File: src/design/lcs_pkg.sv
// shared types and constants for the led cube layer scanner
package lcs_pkg;

  localparam int unsigned NumLayers     = 8;
  localparam int unsigned LayerW        = 3;
  localparam int unsigned RowW          = 3;
  localparam int unsigned BitW          = 3;
  localparam int unsigned AddrW         = LayerW + RowW;
  localparam int unsigned ByteW         = 8;
  localparam int unsigned OnTimeW       = 11;
  localparam int unsigned TickW         = 7;
  localparam int unsigned CfgIdxW       = 3;

  localparam logic [TickW-1:0]   TicksPerPulse = 7'd100;
  localparam logic [OnTimeW-1:0] PulseBase     = 11'd51;

  // brightness after reset, layer 7 first
  localparam logic [NumLayers-1:0][ByteW-1:0] BrightReset = {
    8'd144, 8'd80, 8'd48, 8'd32, 8'd24, 8'd20, 8'd18, 8'd17
  };

  // input item kinds
  localparam logic KindWrite = 1'b0;
  localparam logic KindTick  = 1'b1;

  typedef struct packed {
    logic               kind;
    logic [LayerW-1:0]  layer_sel;
    logic [RowW-1:0]    row_sel;
    logic [ByteW-1:0]   pixel_byte;
  } item_t;

  typedef struct packed {
    logic [ByteW-1:0]      gate_mask;
    logic [OnTimeW-1:0]    on_time;
    logic                  data_bit;
    logic [RowW+BitW-1:0]  bit_index;
    logic                  last_bit;
    logic                  tenth_second;
  } result_t;

  // controller to datapath
  typedef struct packed {
    logic wr_frame;   // store the pixel byte of the accepted item
    logic tick_load;  // latch gate, on-time, pulse and advance the layer
    logic fetch;      // read row 0 of the new layer
    logic shift;      // present one serial bit and advance the counters
  } cmd_t;

  // datapath to controller
  typedef struct packed {
    logic scan_last;  // current bit is the 64th of the layer
  } status_t;

  typedef enum logic [1:0] {
    StIdle,
    StFetch,
    StShift
  } state_e;

endpackage

File: src/design/lcs_ctrl.sv
// controller state machine: accepts items and sequences the serial scan
module lcs_ctrl (
  input  logic             clk_i,
  input  logic             rst_ni,
  input  logic             start_i,
  input  logic             kind_i,
  input  lcs_pkg::status_t status_i,
  output lcs_pkg::cmd_t    cmd_o,
  output logic             busy_o,
  output logic             strobe_o
);

  lcs_pkg::state_e state_q, state_d;

  // state register
  always_ff @(posedge clk_i or negedge rst_ni) begin
    if (!rst_ni) begin
      state_q <= lcs_pkg::StIdle;
    end else begin
      state_q <= state_d;
    end
  end

  // next state and commands
  always_comb begin
    state_d  = state_q;
    cmd_o    = '0;
    busy_o   = 1'b1;
    strobe_o = 1'b0;
    unique case (state_q)
      lcs_pkg::StIdle: begin
        busy_o = 1'b0;
        if (start_i) begin
          if (kind_i == lcs_pkg::KindTick) begin
            cmd_o.tick_load = 1'b1;
            state_d         = lcs_pkg::StFetch;
          end else begin
            cmd_o.wr_frame = 1'b1;
          end
        end
      end
      lcs_pkg::StFetch: begin
        cmd_o.fetch = 1'b1;
        state_d     = lcs_pkg::StShift;
      end
      lcs_pkg::StShift: begin
        cmd_o.shift = 1'b1;
        strobe_o    = 1'b1;
        if (status_i.scan_last) begin
          state_d = lcs_pkg::StIdle;
        end
      end
      default: begin
        state_d = lcs_pkg::StIdle;
      end
    endcase
  end

  // scan ends only after the last bit went out
  assert property (@(posedge clk_i) disable iff (!rst_ni)
    $fell(busy_o) |-> $past(status_i.scan_last && strobe_o))
    else $error("busy dropped before the last serial bit");

  // a fetch always follows a tick load
  assert property (@(posedge clk_i) disable iff (!rst_ni)
    cmd_o.tick_load |=> cmd_o.fetch)
    else $error("tick accepted without a row fetch");

endmodule

File: src/design/lcs_datapath.sv
// datapath: frame store, brightness registers, layer and pulse counters, serializer
module lcs_datapath (
  input  logic                          clk_i,
  input  logic                          rst_ni,
  input  lcs_pkg::cmd_t                 cmd_i,
  input  lcs_pkg::item_t                item_i,
  input  logic                          cfg_we_i,
  input  logic [lcs_pkg::CfgIdxW-1:0]   cfg_index_i,
  input  logic [lcs_pkg::ByteW-1:0]     cfg_data_i,
  output lcs_pkg::status_t              status_o,
  output lcs_pkg::result_t              result_o
);

  localparam int unsigned Depth = 1 << lcs_pkg::AddrW;

  // frame store memory with per-entry valid bits, unwritten entries read as zero
  logic [lcs_pkg::ByteW-1:0] mem [Depth];
  logic [Depth-1:0]          valid_q;
  logic [lcs_pkg::ByteW-1:0] rd_data_q;
  logic                      rd_valid_q;

  logic [lcs_pkg::NumLayers-1:0][lcs_pkg::ByteW-1:0] bright_q;
  logic [lcs_pkg::LayerW-1:0]  layer_q;
  logic [lcs_pkg::TickW-1:0]   tick_q, tick_d;
  logic [lcs_pkg::RowW-1:0]    row_q;
  logic [lcs_pkg::BitW-1:0]    bit_q;
  logic [lcs_pkg::ByteW-1:0]   gate_q, gate_d;
  logic [lcs_pkg::OnTimeW-1:0] on_time_q, on_time_d;
  logic                        pulse_q, pulse_d;

  logic [lcs_pkg::ByteW-1:0]   cur_bright;
  logic [lcs_pkg::OnTimeW-1:0] bright_ext;
  logic                        row_end, bit_end;
  logic                        rd_en;
  logic [lcs_pkg::AddrW-1:0]   wr_addr, rd_addr;
  logic [lcs_pkg::RowW-1:0]    rd_row;
  logic [lcs_pkg::ByteW-1:0]   row_byte;

  assign wr_addr = {item_i.layer_sel, item_i.row_sel};
  assign bit_end = (bit_q == '1);
  assign row_end = (row_q == '1);

  // next row is read on the last bit of the current one
  assign rd_en   = cmd_i.fetch || (cmd_i.shift && bit_end && !row_end);
  assign rd_row  = cmd_i.fetch ? '0 : lcs_pkg::RowW'(row_q + 1'b1);
  assign rd_addr = {layer_q, rd_row};

  always_ff @(posedge clk_i) begin
    if (cmd_i.wr_frame) begin
      mem[wr_addr] <= item_i.pixel_byte;
    end
    if (rd_en) begin
      rd_data_q <= mem[rd_addr];
    end
  end

  always_ff @(posedge clk_i or negedge rst_ni) begin
    if (!rst_ni) begin
      valid_q    <= '0;
      rd_valid_q <= 1'b0;
    end else begin
      if (cmd_i.wr_frame) begin
        valid_q[wr_addr] <= 1'b1;
      end
      if (rd_en) begin
        rd_valid_q <= valid_q[rd_addr];
      end
    end
  end

  assign row_byte = rd_valid_q ? rd_data_q : '0;

  // brightness registers
  always_ff @(posedge clk_i or negedge rst_ni) begin
    if (!rst_ni) begin
      bright_q <= lcs_pkg::BrightReset;
    end else if (cfg_we_i) begin
      bright_q[cfg_index_i] <= cfg_data_i;
    end
  end

  // gate mask, on-time and pulse of the layer being shown
  assign cur_bright = bright_q[layer_q];
  assign bright_ext = lcs_pkg::OnTimeW'(cur_bright);

  always_comb begin
    gate_d    = '0;
    on_time_d = '0;
    if (cur_bright != '0) begin
      gate_d    = lcs_pkg::ByteW'(1) << layer_q;
      on_time_d = lcs_pkg::PulseBase + (bright_ext << 3) - bright_ext;
    end
    tick_d  = lcs_pkg::TickW'(tick_q + 1'b1);
    pulse_d = 1'b0;
    if (tick_d >= lcs_pkg::TicksPerPulse) begin
      tick_d  = '0;
      pulse_d = 1'b1;
    end
  end

  always_ff @(posedge clk_i) begin
    if (cmd_i.tick_load) begin
      gate_q    <= gate_d;
      on_time_q <= on_time_d;
      pulse_q   <= pulse_d;
    end
  end

  // layer, pulse and bit position counters
  always_ff @(posedge clk_i or negedge rst_ni) begin
    if (!rst_ni) begin
      layer_q <= '0;
      tick_q  <= '0;
      row_q   <= '0;
      bit_q   <= '0;
    end else begin
      if (cmd_i.tick_load) begin
        layer_q <= lcs_pkg::LayerW'(layer_q + 1'b1);
        tick_q  <= tick_d;
      end
      if (cmd_i.fetch) begin
        row_q <= '0;
        bit_q <= '0;
      end else if (cmd_i.shift) begin
        bit_q <= lcs_pkg::BitW'(bit_q + 1'b1);
        if (bit_end) begin
          row_q <= lcs_pkg::RowW'(row_q + 1'b1);
        end
      end
    end
  end

  // result transaction, msb of each row first
  assign status_o.scan_last    = row_end && bit_end;
  assign result_o.gate_mask    = gate_q;
  assign result_o.on_time      = on_time_q;
  assign result_o.data_bit     = row_byte[~bit_q];
  assign result_o.bit_index    = {row_q, bit_q};
  assign result_o.last_bit     = row_end && bit_end;
  assign result_o.tenth_second = pulse_q;

  // pulse counter never rests at or above its wrap point
  assert property (@(posedge clk_i) disable iff (!rst_ni)
    tick_q < lcs_pkg::TicksPerPulse)
    else $error("tick counter out of range");

  // a dark layer has no on-time and a lit one has one gate
  assert property (@(posedge clk_i) disable iff (!rst_ni)
    cmd_i.shift |-> ((gate_q == '0) == (on_time_q == '0)) && $onehot0(gate_q))
    else $error("gate mask and on-time disagree");

  // each scan starts at the first bit of row 0
  assert property (@(posedge clk_i) disable iff (!rst_ni)
    cmd_i.fetch |=> (row_q == '0) && (bit_q == '0))
    else $error("scan did not start at bit zero");

endmodule

File: src/design/led_cube_layer_scanner.sv
// top level of the led cube layer scanner
// a scan tick passes from the idle accept through the fetch state, which reads row 0,
//   to the shift state, which presents its bits; a frame write is stored at the accepting edge
// throughput: one frame write per cycle while not busy; a scan tick holds busy until its
//   64 bits have shifted out one per cycle, so no new item is taken before then
// reset: frame store reads zero, layer and pulse counters clear, brightness reloads
//   its defaults; results are strobed for one cycle and the receiver cannot stall
module led_cube_layer_scanner (
  input  logic                          clk_i,
  input  logic                          rst_ni,
  input  logic                          start,
  output logic                          busy,
  input  lcs_pkg::item_t                item_i,
  output logic                          res_strobe_o,
  output lcs_pkg::result_t              result_o,
  input  logic                          cfg_valid_i,
  output logic                          cfg_ready_o,
  input  logic [lcs_pkg::CfgIdxW-1:0]   cfg_index_i,
  input  logic [lcs_pkg::ByteW-1:0]     cfg_data_i
);

  lcs_pkg::cmd_t    cmd;
  lcs_pkg::status_t status;

  // brightness registers always take a write
  assign cfg_ready_o = 1'b1;

  lcs_ctrl u_ctrl (
    .clk_i    (clk_i),
    .rst_ni   (rst_ni),
    .start_i  (start),
    .kind_i   (item_i.kind),
    .status_i (status),
    .cmd_o    (cmd),
    .busy_o   (busy),
    .strobe_o (res_strobe_o)
  );

  lcs_datapath u_datapath (
    .clk_i       (clk_i),
    .rst_ni      (rst_ni),
    .cmd_i       (cmd),
    .item_i      (item_i),
    .cfg_we_i    (cfg_valid_i && cfg_ready_o),
    .cfg_index_i (cfg_index_i),
    .cfg_data_i  (cfg_data_i),
    .status_o    (status),
    .result_o    (result_o)
  );

endmodule

File: config.mk
export PLATFORM = sky130hd
export DESIGN_NAME = led_cube_layer_scanner
export DESIGN_NICKNAME = d
export VERILOG_FILES = /design/src/design/lcs_pkg.sv /design/src/design/lcs_ctrl.sv /design/src/design/lcs_datapath.sv /design/src/design/led_cube_layer_scanner.sv
export SDC_FILE = /design/constraint.sdc
export NUM_CORES = 1
export LEC_CHECK = 0
export ABC_AREA = 0
export BUFFER_PORTS_ARGS = -buffer_cell sky130_fd_sc_hd__buf_2
export CORE_UTILIZATION = 45
export CTS_BUF_LIST = sky130_fd_sc_hd__clkbuf_8 sky130_fd_sc_hd__clkbuf_16
export DETAILED_ROUTE_END_ITERATION = 8
export PLACE_DENSITY = 0.74
export SLEW_MARGIN = 10
export SYNTH_ARGS = -nofsm -noshare
export SYNTH_HDL_FRONTEND = slang
export SYNTH_SLANG_ARGS = --single-unit
File: constraint.sdc
create_clock -name clk_i -period 3.4 [get_ports clk_i]
set_input_delay 0.34 -clock clk_i [delete_from_list [all_inputs] [get_ports clk_i]]
set_output_delay 0.34 -clock clk_i [all_outputs]
set_load 0.05 [all_outputs]
==> impl_metrics.yaml <==
run_status:
  outcome: "complete, no violations"
timing:
  fin_crit_sh: 0.9798
  fmax_mhz: 300.2
  finalSetupViolCount: 0
  hold_slack_ns: 0.05571
  tns_ns: 0
  period_needed_ns: 3.331
  drv_slew: 0
  worstMarginPinSlew_ns: 1.096
  max_slew_margin: 0.2695
  hold_viol: 0
  grt_setup_unrepaired: "true"
  fin_skew_ns: 0.06742
worst_setup_path:
  max_stage_delay_ns: 0.56
  reg2reg_from: "u_datapath.layer_q[0]"
  crit_fanout: 10
  worstSetupStartpoint: "u_datapath.layer_q[0]"
  crit_required_ns: 3.78
  worstSetupPathType: "reg -> reg"
  crit_slowest_cell: "mux4_1"
  start_kind: "flop"
  reg2regPathDepth: 12
  crit_path_end: "u_datapath.on_time_q[10]"
  path_cells: "buf_12, mux4_1, mux2i_2, ha_1, inv_1, ha_1, a21o_1, a21oi_2, o21ai_1, o41ai_2, xnor2_1, nor2_2"
  worstPathArrival_ns: 3.71
  critPathMostFrequentCell: "ha_1"
  r2r_slack_ns: 0.07
  rr_endpoint: "u_datapath.on_time_q[10]"
  cp-end-kind: "flop"
synth:
  ys.warnings.count: 0
  synth_top_cells_by_count: "edfxtp_1, dfrtp_1, nor2_1"
  synth_cells: 1816
  synth_top_cell_by_area: "edfxtp_1"
  synth_edf_count: 540
  synth_seq_cells: 687
  async_flop_share: 0.2140
  synth_most_common_cell: "edfxtp_1"
  synth_area_leaders: "edfxtp_1, dfrtp_1, mux4_2"
  netlist.area_leader.share: 0.5686
  ys_types: 71
  synthesis.area_um2: 28520
  avgSynthCellArea_um2: 15.70
  syn_nets: 1872
  yosysSeqAreaShare: 0.6983
  synth_ff_type: "edfxtp_1"
power:
  p_leak_nw: 12.15
  power_density_nw_per_um2: 860.5
  ir_drop_mv: 0.6844
route:
  drc: 0
  routed_wl_um: 71250
  routedWlPerCell_um: 24.95
  vias: 17160
  routed_via_density: 6.009
  postRouteAntennaNets: 0
  dr.pass1.iters: 6
  drt_iter0_drc: 1947
die:
  die_h_um: 253.7
  ios: 61
  start_util: 0.4587
  die_w_um: 253.7
  dieArea_um2: 64380
  row_count: 91
  core_area_um2: 62170
final_layout:
  drive_gt1_frac: 0.2846
  design_area_um2: 32910
  nets: 2014
  n_fill_cell: 4912
  syn_to_final_growth_pct: 15.41
  multi_input_area_um2: 8123
  finalNonFillerCells: 2856
  regArea_um2: 19920
global_route:
  grt_pass1_vias: 17110
  grt_pass1_wl_um: 106500
  track_usage: 0.2242
  grt_max_degree: 154
  grt_overflow: 0
  antenna_found_initial: 10
clock_network:
  cts_tree: "built"
  insertion_delay_ns: 0.64
  ctsLongestPathBuffers: 3
  ctsHtreeMaxLevel: 3
  cts_sinks: 687
  path_clk_slew_ns: 0.06
  cts-root-buf: "clkbuf_16"
  cts_made_buffers: 72
placed_design:
  io_buffers: 59
  placedCellCount: 2719
  gp_congestion: 0.9464
  dp_hpwl_um: 45990
  place_area_um2: 30400
worst_hold_path:
  hold_class: "in -> reg"
  hp-start: "cfg_data_i[7]"
flow_run:
  max_cap_violations: 0
[cell type report]
type,count,share of cell area
antenna,2,0.0001521
clock buffer,83,0.05969
clock inverter,50,0.01384
inverter,28,0.003193
multi-input combinational,993,0.2468
sequential,687,0.6052
tap,837,0.03182
timing repair buffer,176,0.03931
[cell families (layout without fill, tap and decap cells)]
group / after synthesis / count (layout) / synth area share
AOI/OAI and AO/OA: 284 / 284 / 0.07091
xor gates and xnor gates: 8 / 8 / 0.002457
adders and majority gates: 26 / 26 / 0.01167
buffers and inverters: 136 / 337 / 0.02009
DFF: 687 / 687 / 0.6983
muxes: 244 / 244 / 0.1199
other: 1 / 3 / 0.0001315
and+or+nand+nor: 430 / 430 / 0.07657
[repair_timing]
action / in CTS / in global routing
hold buffers: 1 / 0
gates cloned: 0 / 0
setup endpoints to repair: 7 / 7
pin swaps: 0 / 5
buffers inserted: 0 / 1
hold endpoints to repair: 40 / 0
gates resized for setup: 3 / 12
[critical path, delay by kind of cell (launching register included)]
family	cells	cell delay (ns)
AOI/OAI and AO/OA	4	0.82
muxes	2	0.80
adders and majority gates	2	0.53
DFF	1	0.43
buffers and inverters	2	0.28
xor gates and xnor gates	1	0.18
and+or+nand+nor	1	0.04
[cells in the final DEF, fill, tap and decap left out, types with 23 or more instances in the layout]
cell	netlist	layout
a21oi_1	34	31
or2_2	80	80
nor3_1	44	43
mux4_2	63	63
o221ai_1	28	28
inv_1	26	43
edfxtp_1	540	540
mux2i_1	82	80
o21ai_0	25	24
a211oi_1	38	38
nand2_1	96	96
buf_2	26	58
buf_4	4	105
mux2_2	94	93
nor2_1	101	100
a21o_1	23	23
ha_1	25	23
o22ai_1	54	54
clkbuf_16	0	73
dfrtp_1	132	130
[how the worst min path moves through the flow]
| stage | end | slack (ns) | cells past startpoint |
|---|---|---|---|
| detailed placement | u_datapath.tick_q[2] | 0.30 | 1 |
| floorplan | u_ctrl.state_q[0] | 0.04 | 0 |
| finish | u_datapath.bright_q[15] | 0.06 | 2 |
| global placement | u_datapath.tick_q[2] | 0.29 | 1 |
| CTS | u_datapath.bright_q[22] | 0.02 | 2 |
| global route | u_datapath.bright_q[47] | 0.05 | 2 |
[routing by layer]
layer,up-vias,GRT usage,part of all wire
met5,-,0,0.0013
met4,14,0.09656,0.040
met3,184,0.05183,0.092
met2,938,0.3580,0.47
met1,8680,0.2948,0.39
li1,7345,-,-
[report_power, final]
part / internal (mW) / total, mW / switching, mW
registers: 9.88 / 10.2 / 0.329
logic: 4.08 / 10.3 / 6.22
clock network: 4.44 / 7.82 / 3.38
total: 18.4 / 28.3 / 9.93
[sequential cells by signal, indices dropped and copies added, names as in the netlist]
name,count
u_datapath.row_q,3
u_datapath.gate_q,8
u_datapath.on_time_q,11
u_datapath.bit_q,3
u_datapath.tick_q,7
u_datapath.valid_q,64
u_datapath.layer_q,3
u_datapath.bright_q,64
u_datapath.rd_valid_q,1
u_ctrl.state_q,2
u_datapath.pulse_q,1
u_datapath.rd_data_q,8
u_datapath.mem,512
[stage by stage]
stage | setup WS, ns | utilization | power, mW
after floorplan | 0.07439 | - | 16.95
after global placement | 0.03163 | 0.4890 | 20.07
after detailed placement | -0.07794 | 0.4890 | 20.28
after CTS | 0.01128 | 0.5283 | 28.09
after global routing | -0.01732 | 0.5294 | 29.47
final | 0.06862 | 0.5294 | 28.32
Note: power is estimated with default switching activity, not from simulation.
